`config.mk`:
```
export PLATFORM = sky130hd
export DESIGN_NAME = utf16_to_utf8_transcoder
export DESIGN_NICKNAME = d
export VERILOG_FILES = /design/src/design/u16u8_pkg.sv /design/src/design/utf16_to_utf8_transcoder.sv /design/src/design/u16u8_front.sv /design/src/design/u16u8_queue.sv /design/src/design/u16u8_back.sv
export SDC_FILE = /design/constraint.sdc
export NUM_CORES = 1
export LEC_CHECK = 0
export ABC_AREA = 1
export BUFFER_PORTS_ARGS = -buffer_cell sky130_fd_sc_hd__clkbuf_2
export CORE_MARGIN = 5
export CORE_UTILIZATION = 55
export CTS_CLUSTER_DIAMETER = 50
export DETAILED_ROUTE_END_ITERATION = 10
export PLACE_DENSITY = 0.74
export REMOVE_ABC_BUFFERS = 1
export SYNTH_ARGS = -nofsm -noshare
export SYNTH_HDL_FRONTEND = slang
export SYNTH_SLANG_ARGS = --single-unit
```
`constraint.sdc`:
```
create_clock -name i_clk -period 8.2 [get_ports i_clk]
set_input_delay 1.64 -clock i_clk [delete_from_list [all_inputs] [get_ports i_clk]]
set_output_delay 1.64 -clock i_clk [all_outputs]
set_load 0.01 [all_outputs]
```
`src/design/u16u8_pkg.sv`:
```
`default_nettype none
package u16u8_pkg;

    localparam int QUEUE_DEPTH = 2;
    localparam int MAX_BYTES   = 6;

    localparam logic [15:0] HIGH_SURR_BASE = 16'hD800;
    localparam logic [15:0] LOW_SURR_BASE  = 16'hDC00;
    localparam logic [20:0] SUPP_BASE      = 21'h10000;
    localparam logic [20:0] REPL_CP        = 21'h00FFFD;

    // encoded code point, up to four bytes, first byte at index 0
    typedef struct packed {
        logic [3:0][7:0] bytes;
        logic [2:0]      len;
    } t_enc;

    // one queued job: all bytes one input word causes
    typedef struct packed {
        logic [MAX_BYTES-1:0][7:0] bytes;
        logic [2:0]                len;
        logic                      last;
    } t_job;

    function automatic t_enc encode_cp(input logic [20:0] cp);
        t_enc e;
        e = '0;
        if (cp <= 21'h7F) begin
            e.bytes[0] = cp[7:0];
            e.len      = 3'd1;
        end else if (cp <= 21'h7FF) begin
            e.bytes[0] = {3'b110, cp[10:6]};
            e.bytes[1] = {2'b10, cp[5:0]};
            e.len      = 3'd2;
        end else if (cp <= 21'hFFFF) begin
            e.bytes[0] = {4'b1110, cp[15:12]};
            e.bytes[1] = {2'b10, cp[11:6]};
            e.bytes[2] = {2'b10, cp[5:0]};
            e.len      = 3'd3;
        end else begin
            e.bytes[0] = {5'b11110, cp[20:18]};
            e.bytes[1] = {2'b10, cp[17:12]};
            e.bytes[2] = {2'b10, cp[11:6]};
            e.bytes[3] = {2'b10, cp[5:0]};
            e.len      = 3'd4;
        end
        return e;
    endfunction

endpackage
`default_nettype wire

```
`src/design/utf16_to_utf8_transcoder.sv`:
```
// UTF-16 to UTF-8 transcoder. Each input word is one UTF-16 code unit with a
// last-of-string flag; each output word is one UTF-8 byte with flags for the
// last byte of that unit's run, the last byte of the string, and whether the
// byte's position in the string lies below the capacity register. A high
// surrogate is held for the next unit; lone surrogates become U+FFFD. The
// front end classifies and encodes a code unit combinationally, pushes its
// bytes (one to six) into a small job queue; the back end drains that queue
// one byte per cycle, while the output is not stalled, into a registered
// output. A unit yields usually one to three bytes, up to six; a newly held
// high surrogate adds no bytes of its own. Input accepts in back-to-back
// cycles while the queue (P_QUEUE_DEPTH jobs) has room. Write the capacity
// only while no string is in flight.
`default_nettype none
module utf16_to_utf8_transcoder #(
    parameter int P_QUEUE_DEPTH = u16u8_pkg::QUEUE_DEPTH
) (
    input  wire logic        i_clk,
    input  wire logic        i_rst_n,
    input  wire logic        i_in_valid,
    output logic             o_in_stall,
    input  wire logic [15:0] i_code_unit,
    input  wire logic        i_last_unit,
    output logic             o_out_valid,
    input  wire logic        i_out_stall,
    output logic [7:0]       o_utf8_byte,
    output logic             o_run_last,
    output logic             o_string_last,
    output logic             o_within_capacity,
    input  wire logic        i_cfg_wr_en,
    input  wire logic [31:0] i_cfg_wr_data
);
    import u16u8_pkg::*;

    logic [31:0] r_capacity;
    t_job        push_job, head_job;
    logic        push, pop, q_full, q_empty;

    // capacity register
    always_ff @(posedge i_clk) begin
        if (!i_rst_n) begin
            r_capacity <= '0;
        end else if (i_cfg_wr_en) begin
            r_capacity <= i_cfg_wr_data;
        end
    end

    u16u8_front u_front (
        .i_clk        (i_clk),
        .i_rst_n      (i_rst_n),
        .i_in_valid   (i_in_valid),
        .i_code_unit  (i_code_unit),
        .i_last_unit  (i_last_unit),
        .i_queue_full (q_full),
        .o_in_stall   (o_in_stall),
        .o_push       (push),
        .o_job        (push_job)
    );

    u16u8_queue #(
        .P_DEPTH (P_QUEUE_DEPTH)
    ) u_queue (
        .i_clk   (i_clk),
        .i_rst_n (i_rst_n),
        .i_push  (push),
        .i_job   (push_job),
        .i_pop   (pop),
        .o_head  (head_job),
        .o_full  (q_full),
        .o_empty (q_empty)
    );

    u16u8_back u_back (
        .i_clk             (i_clk),
        .i_rst_n           (i_rst_n),
        .i_head            (head_job),
        .i_empty           (q_empty),
        .i_capacity        (r_capacity),
        .o_pop             (pop),
        .i_out_stall       (i_out_stall),
        .o_out_valid       (o_out_valid),
        .o_utf8_byte       (o_utf8_byte),
        .o_run_last        (o_run_last),
        .o_string_last     (o_string_last),
        .o_within_capacity (o_within_capacity)
    );

endmodule
`default_nettype wire

```
`src/design/u16u8_front.sv`:
```
`default_nettype none
module u16u8_front (
    input  wire logic          i_clk,
    input  wire logic          i_rst_n,
    input  wire logic          i_in_valid,
    input  wire logic [15:0]   i_code_unit,
    input  wire logic          i_last_unit,
    input  wire logic          i_queue_full,
    output logic               o_in_stall,
    output logic               o_push,
    output u16u8_pkg::t_job    o_job
);
    import u16u8_pkg::*;

    logic        r_pending, n_pending;
    logic [9:0]  r_high_bits, n_high_bits;
    logic        is_high, is_low, pair, pre_repl, main_vld, accept;
    logic [20:0] main_cp;
    t_enc        main_enc, repl_enc;

    // classify the incoming word
    assign is_high  = (i_code_unit[15:10] == HIGH_SURR_BASE[15:10]);
    assign is_low   = (i_code_unit[15:10] == LOW_SURR_BASE[15:10]);
    assign pair     = r_pending && is_low;
    assign pre_repl = r_pending && !is_low;

    always_comb begin
        main_vld = 1'b1;
        main_cp  = {5'd0, i_code_unit};
        if (pair) begin
            main_cp = {1'b0, r_high_bits, i_code_unit[9:0]} + SUPP_BASE;
        end else if (is_high) begin
            main_vld = i_last_unit;
            main_cp  = REPL_CP;
        end else if (is_low) begin
            main_cp = REPL_CP;
        end
    end

    assign main_enc = encode_cp(main_cp);
    assign repl_enc = encode_cp(REPL_CP);

    // assemble the byte list for the queue
    always_comb begin
        o_job      = '0;
        o_job.last = i_last_unit;
        if (pre_repl) begin
            o_job.bytes[0] = repl_enc.bytes[0];
            o_job.bytes[1] = repl_enc.bytes[1];
            o_job.bytes[2] = repl_enc.bytes[2];
            o_job.bytes[3] = main_enc.bytes[0];
            o_job.bytes[4] = main_enc.bytes[1];
            o_job.bytes[5] = main_enc.bytes[2];
        end else begin
            o_job.bytes[0] = main_enc.bytes[0];
            o_job.bytes[1] = main_enc.bytes[1];
            o_job.bytes[2] = main_enc.bytes[2];
            o_job.bytes[3] = main_enc.bytes[3];
        end
        o_job.len = (pre_repl ? 3'd3 : 3'd0) + (main_vld ? main_enc.len : 3'd0);
    end

    assign o_in_stall = i_queue_full;
    assign accept     = i_in_valid && !i_queue_full;
    assign o_push     = accept && (o_job.len != 3'd0);

    // pending high surrogate
    always_comb begin
        n_pending   = r_pending;
        n_high_bits = r_high_bits;
        if (accept) begin
            if (i_last_unit) begin
                n_pending   = 1'b0;
                n_high_bits = '0;
            end else if (is_high && !pair) begin
                n_pending   = 1'b1;
                n_high_bits = i_code_unit[9:0];
            end else begin
                n_pending   = 1'b0;
            end
        end
    end

    always_ff @(posedge i_clk) begin
        if (!i_rst_n) begin
            r_pending   <= 1'b0;
            r_high_bits <= '0;
        end else begin
            r_pending   <= n_pending;
            r_high_bits <= n_high_bits;
        end
    end

endmodule
`default_nettype wire

```
`src/design/u16u8_queue.sv`:
```
`default_nettype none
module u16u8_queue #(
    parameter int P_DEPTH = 2
) (
    input  wire logic          i_clk,
    input  wire logic          i_rst_n,
    input  wire logic          i_push,
    input  wire u16u8_pkg::t_job i_job,
    input  wire logic          i_pop,
    output u16u8_pkg::t_job    o_head,
    output logic               o_full,
    output logic               o_empty
);
    import u16u8_pkg::*;

    localparam int PTR_W = (P_DEPTH > 1) ? $clog2(P_DEPTH) : 1;
    localparam int CNT_W = $clog2(P_DEPTH + 1);
    localparam logic [PTR_W-1:0] LAST_PTR = PTR_W'(P_DEPTH - 1);

    t_job             r_mem [P_DEPTH];
    logic [PTR_W-1:0] r_wr_ptr, r_rd_ptr;
    logic [CNT_W-1:0] r_count;
    logic             do_push, do_pop;

    assign o_full  = (r_count == CNT_W'(P_DEPTH));
    assign o_empty = (r_count == '0);
    assign o_head  = r_mem[r_rd_ptr];
    assign do_push = i_push && !o_full;
    assign do_pop  = i_pop && !o_empty;

    // storage
    always_ff @(posedge i_clk) begin
        if (do_push) begin
            r_mem[r_wr_ptr] <= i_job;
        end
    end

    // pointers and fill count
    always_ff @(posedge i_clk) begin
        if (!i_rst_n) begin
            r_wr_ptr <= '0;
            r_rd_ptr <= '0;
            r_count  <= '0;
        end else begin
            if (do_push) begin
                r_wr_ptr <= (r_wr_ptr == LAST_PTR) ? '0 : r_wr_ptr + 1'b1;
            end
            if (do_pop) begin
                r_rd_ptr <= (r_rd_ptr == LAST_PTR) ? '0 : r_rd_ptr + 1'b1;
            end
            if (do_push && !do_pop) begin
                r_count <= r_count + 1'b1;
            end else if (do_pop && !do_push) begin
                r_count <= r_count - 1'b1;
            end
        end
    end

endmodule
`default_nettype wire

```
`src/design/u16u8_back.sv`:
```
`default_nettype none
module u16u8_back (
    input  wire logic          i_clk,
    input  wire logic          i_rst_n,
    input  wire u16u8_pkg::t_job i_head,
    input  wire logic          i_empty,
    input  wire logic [31:0]   i_capacity,
    output logic               o_pop,
    input  wire logic          i_out_stall,
    output logic               o_out_valid,
    output logic [7:0]         o_utf8_byte,
    output logic               o_run_last,
    output logic               o_string_last,
    output logic               o_within_capacity
);
    import u16u8_pkg::*;

    logic [2:0]  r_idx;
    logic [31:0] r_pos;
    logic        r_valid;
    logic [7:0]  r_byte;
    logic        r_run_last, r_str_last, r_within;
    logic        load, run_end, str_end;

    // one byte per cycle into the output register unless stalled or empty
    assign load    = !i_empty && (!r_valid || !i_out_stall);
    assign run_end = (r_idx == 3'(i_head.len - 3'd1));
    assign str_end = run_end && i_head.last;
    assign o_pop   = load && run_end;

    always_ff @(posedge i_clk) begin
        if (!i_rst_n) begin
            r_valid <= 1'b0;
            r_idx   <= '0;
            r_pos   <= '0;
        end else begin
            if (load) begin
                r_valid <= 1'b1;
                r_idx   <= run_end ? 3'd0 : r_idx + 3'd1;
                if (str_end) begin
                    r_pos <= '0;
                end else if (r_pos != '1) begin
                    r_pos <= r_pos + 32'd1;
                end
            end else if (!i_out_stall) begin
                r_valid <= 1'b0;
            end
        end
    end

    // output payload
    always_ff @(posedge i_clk) begin
        if (load) begin
            r_byte     <= i_head.bytes[r_idx];
            r_run_last <= run_end;
            r_str_last <= str_end;
            r_within   <= (r_pos < i_capacity);
        end
    end

    assign o_out_valid       = r_valid;
    assign o_utf8_byte       = r_byte;
    assign o_run_last        = r_run_last;
    assign o_string_last     = r_str_last;
    assign o_within_capacity = r_within;

endmodule
`default_nettype wire

```
==> flow_metrics.env <==
export IMPL_clock_latency_ns=0.43
export IMPL_synth_top_cell_area_share=0.327
export IMPL_dp_cells=1386
export IMPL_hold_class="reg -> reg"
export IMPL_synth_top_area_cell="edfxtp_1"
export IMPL_antenna_found_initial=0
export IMPL_firstDrtPassIters=6
export IMPL_dp_worst_setup_slack_ns=1.71
export IMPL_syn_inst=1139
export IMPL_die_area_um2=20600
export IMPL_drive_gt1_frac=0.111
export IMPL_fin_crit_ns=6.10
export IMPL_cts_tree="done"
export IMPL_vias=7990
export IMPL_status="completed"
export IMPL_wirelength_um=23000
export IMPL_io_pins=67
export IMPL_worstSetupStartpointType="input pin"
export IMPL_hpwl_um=16200
export IMPL_cts_hold_buf=0
export IMPL_placed_area_um2=10300
export IMPL_worst_pin_slew_ns=0.861
export IMPL_core_um2=17400
export IMPL_skew_ns=0.0107
export IMPL_required_ns=8.30
export IMPL_rows=48
export IMPL_yosysUniqueCellTypes=49
export IMPL_avgViaCountPerCell=5.63
export IMPL_ys_ff_latch=191
export IMPL_syn_area_per_cell_um2=8.61
export IMPL_yosys_warnings=0
export IMPL_grt_pass1_wl_um=37600
export IMPL_die_w_um=144
export IMPL_die_h_um=144
export IMPL_drc_errors=0
export IMPL_fin_crit_sh=0.743
export IMPL_wl_per_cell_um=16.2
export IMPL_peakVddDrop_uv=194
export IMPL_setup_slack_ns=2.10
export IMPL_mostFrequentLayoutCells="214 x nand2_1, 124 x nor2_1, 107 x edfxtp_1, 104 x a21oi_1, 94 x inv_1"
export IMPL_ys_top_cells_by_area="edfxtp_1 33%, dfxtp_1 17%, nand2_1 8.2%, a21oi_1 5.3%, nor2_1 4.8%"
export IMPL_nets=1272
export IMPL_area_growth_pct=10.2
export IMPL_fill_cells=1551
export IMPL_diodes=0
export IMPL_clk_path_buf_depth=2
export IMPL_crit_path_max_fanout=27
export IMPL_grt_pass1_vias=7257
export IMPL_grt_use_total=0.230
export IMPL_setup_worst_path_end_class="register"
export IMPL_numCtsBuffers=17
export IMPL_cp_arrival_ns=6.19
export IMPL_ctsResizeCount=0
export IMPL_post_cts_setup_buffers=0
export IMPL_p_leak_nw=4.22
export IMPL_grt_max_degree=64
export IMPL_design_area_um2=10800
export IMPL_start_util=0.563
export IMPL_rsz0062_at_grt="false"
export IMPL_worstSetupPathType="in -> reg"
export IMPL_synth_area_um2=9810
export IMPL_tns_ns=0
export IMPL_port_buffers=66
export IMPL_maxCapViolCount=0
export IMPL_globalplace_congestion=0.933
export IMPL_setup_violations=0
export IMPL_htreeDepth=4
export IMPL_synth_seq_area_share=0.499
export IMPL_path_clk_slew_ns=0.06
export IMPL_max_slew_margin_rel=0.424
export IMPL_layout_commonest_cell="nand2_1"
export IMPL_hold_viol=0
export IMPL_final_max_slew_viol_count=0
export IMPL_numClockSinks=191
export IMPL_cellPowerDensity_nw_per_um2=235
export IMPL_fmax_mhz=164
export IMPL_drt_iter0_drc=704
export IMPL_overflow=0
export IMPL_ant_nets=0
export IMPL_clockRootBuffer="clkbuf_16"
export IMPL_final_cells=1418
[power breakdown]
group	internal, mW	switching [mW]	leakage [nW]	total, mW
clock network	0.405	0.348	0.251	0.753
logic	0.174	0.414	2.31	0.587
registers	1.16	0.0479	1.66	1.20
total	1.74	0.810	4.22	2.54
[sequential cells by signal (all words and copies together) (netlist names), named ones only]
signal / count
r_capacity: 32
u_back.o_out_valid: 1
u_back.o_run_last: 1
u_back.o_string_last: 1
u_back.o_utf8_byte: 8
u_back.o_within_capacity: 1
u_back.r_idx: 3
u_back.r_pos: 32
u_front.r_high_bits: 10
u_front.r_pending: 1
u_queue.r_count: 2
u_queue.r_mem: 96
u_queue.r_rd_ptr: 1
u_queue.r_wr_ptr: 1
[kinds of logic (layout without fill, tap and decap cells)]
family | after synthesis | in the layout | synth area share
buf+inv | 160 | 214 | 0.0649
mux | 1 | 1 | 0.00102
compound gates | 248 | 248 | 0.142
xor+xnor | 35 | 35 | 0.0312
fa+ha+maj | 38 | 38 | 0.0492
simple gates | 466 | 466 | 0.213
flops | 191 | 191 | 0.499
[critical path, cell delays in order]
cell and delay [ns]:
clkbuf_2 0.08, inv_1 0.08, nand2_2 0.10, nor2_8 0.15
nand3_2 0.26, nand2_1 0.14, nand2_1 0.15, nor2_2 0.31
nand3_2 0.40, nor2_2 0.53, nor2_1 0.10, nor2_1 0.11
ha_1 0.16, inv_1 0.05, fa_1 0.37, nand3b_1 0.18
nand3_1 0.12, nand2_1 0.16, nor2_4 0.64, buf_4 0.43
[layer usage]
| layer | global-route usage | up-vias | wire [um] |
|---|---|---|---|
| li1 | - | 4016 | - |
| met1 | 0.355 | 3708 | 11200 |
| met2 | 0.342 | 239 | 10000 |
| met3 | 0.0369 | 27 | 1410 |
| met4 | 0.0555 | 0 | 307 |
| met5 | 0 | - | 0 |
[cell usage after synthesis (all sizes together)]
cell    instances
a32o            4
nand3b          3
xnor2          10
o31ai           1
a31oi           2
edfxtp        107
fa              1
xor2           25
a21oi         105
nor3           19
clkbuf         41
o21bai          2
mux2i           1
nor4            5
ha             37
nand2         218
a21boi          1
o22ai          11
a211oi          1
nor2          132
o221ai         12
inv           100
nor3b           3
o211ai         11
or2             1
clkinv          5
o21ai          96
nand3          34
o21a            2
nand4          51
dfxtp          84
buf            14
[per-stage QoR]
step           hold slack (ns)   util  total power, mW
2_1_floorplan            0.435      -             1.59
3_3_place_gp             0.453  0.590             1.80
3_5_place_dp             0.457  0.590             1.81
4_1_cts                  0.466  0.621             2.56
5_1_grt                  0.486  0.621             2.68
6_report                 0.463  0.621             2.54
[final timing paths]
| check | from | end | slack, ns | depth (start not counted) |
|---|---|---|---|---|
| setup reg to reg | u_front.r_pending | u_queue.r_mem[1][39] | 3.14 | 16 |
| setup / recovery | i_code_unit[13] | u_queue.r_mem[1][39] | 2.10 | 20 |
| hold reg to reg | r_capacity[7] | r_capacity[7] | 0.46 | 2 |
| hold / removal | r_capacity[7] | r_capacity[7] | 0.46 | 2 |
[final cells by class]
cell class / count / area [um2] / share of cell area
multi-input cells: 788 / 4300 / 0.397
well taps: 225 / 282 / 0.0260
clock inverters: 10 / 66.3 / 0.00613
flip-flops and latches: 191 / 4890 / 0.453
inverters: 105 / 394 / 0.0365
clock buffers: 22 / 465 / 0.0431
repair buffers: 77 / 413 / 0.0382
No activity file was read; power rests on OpenSTA's default activity.
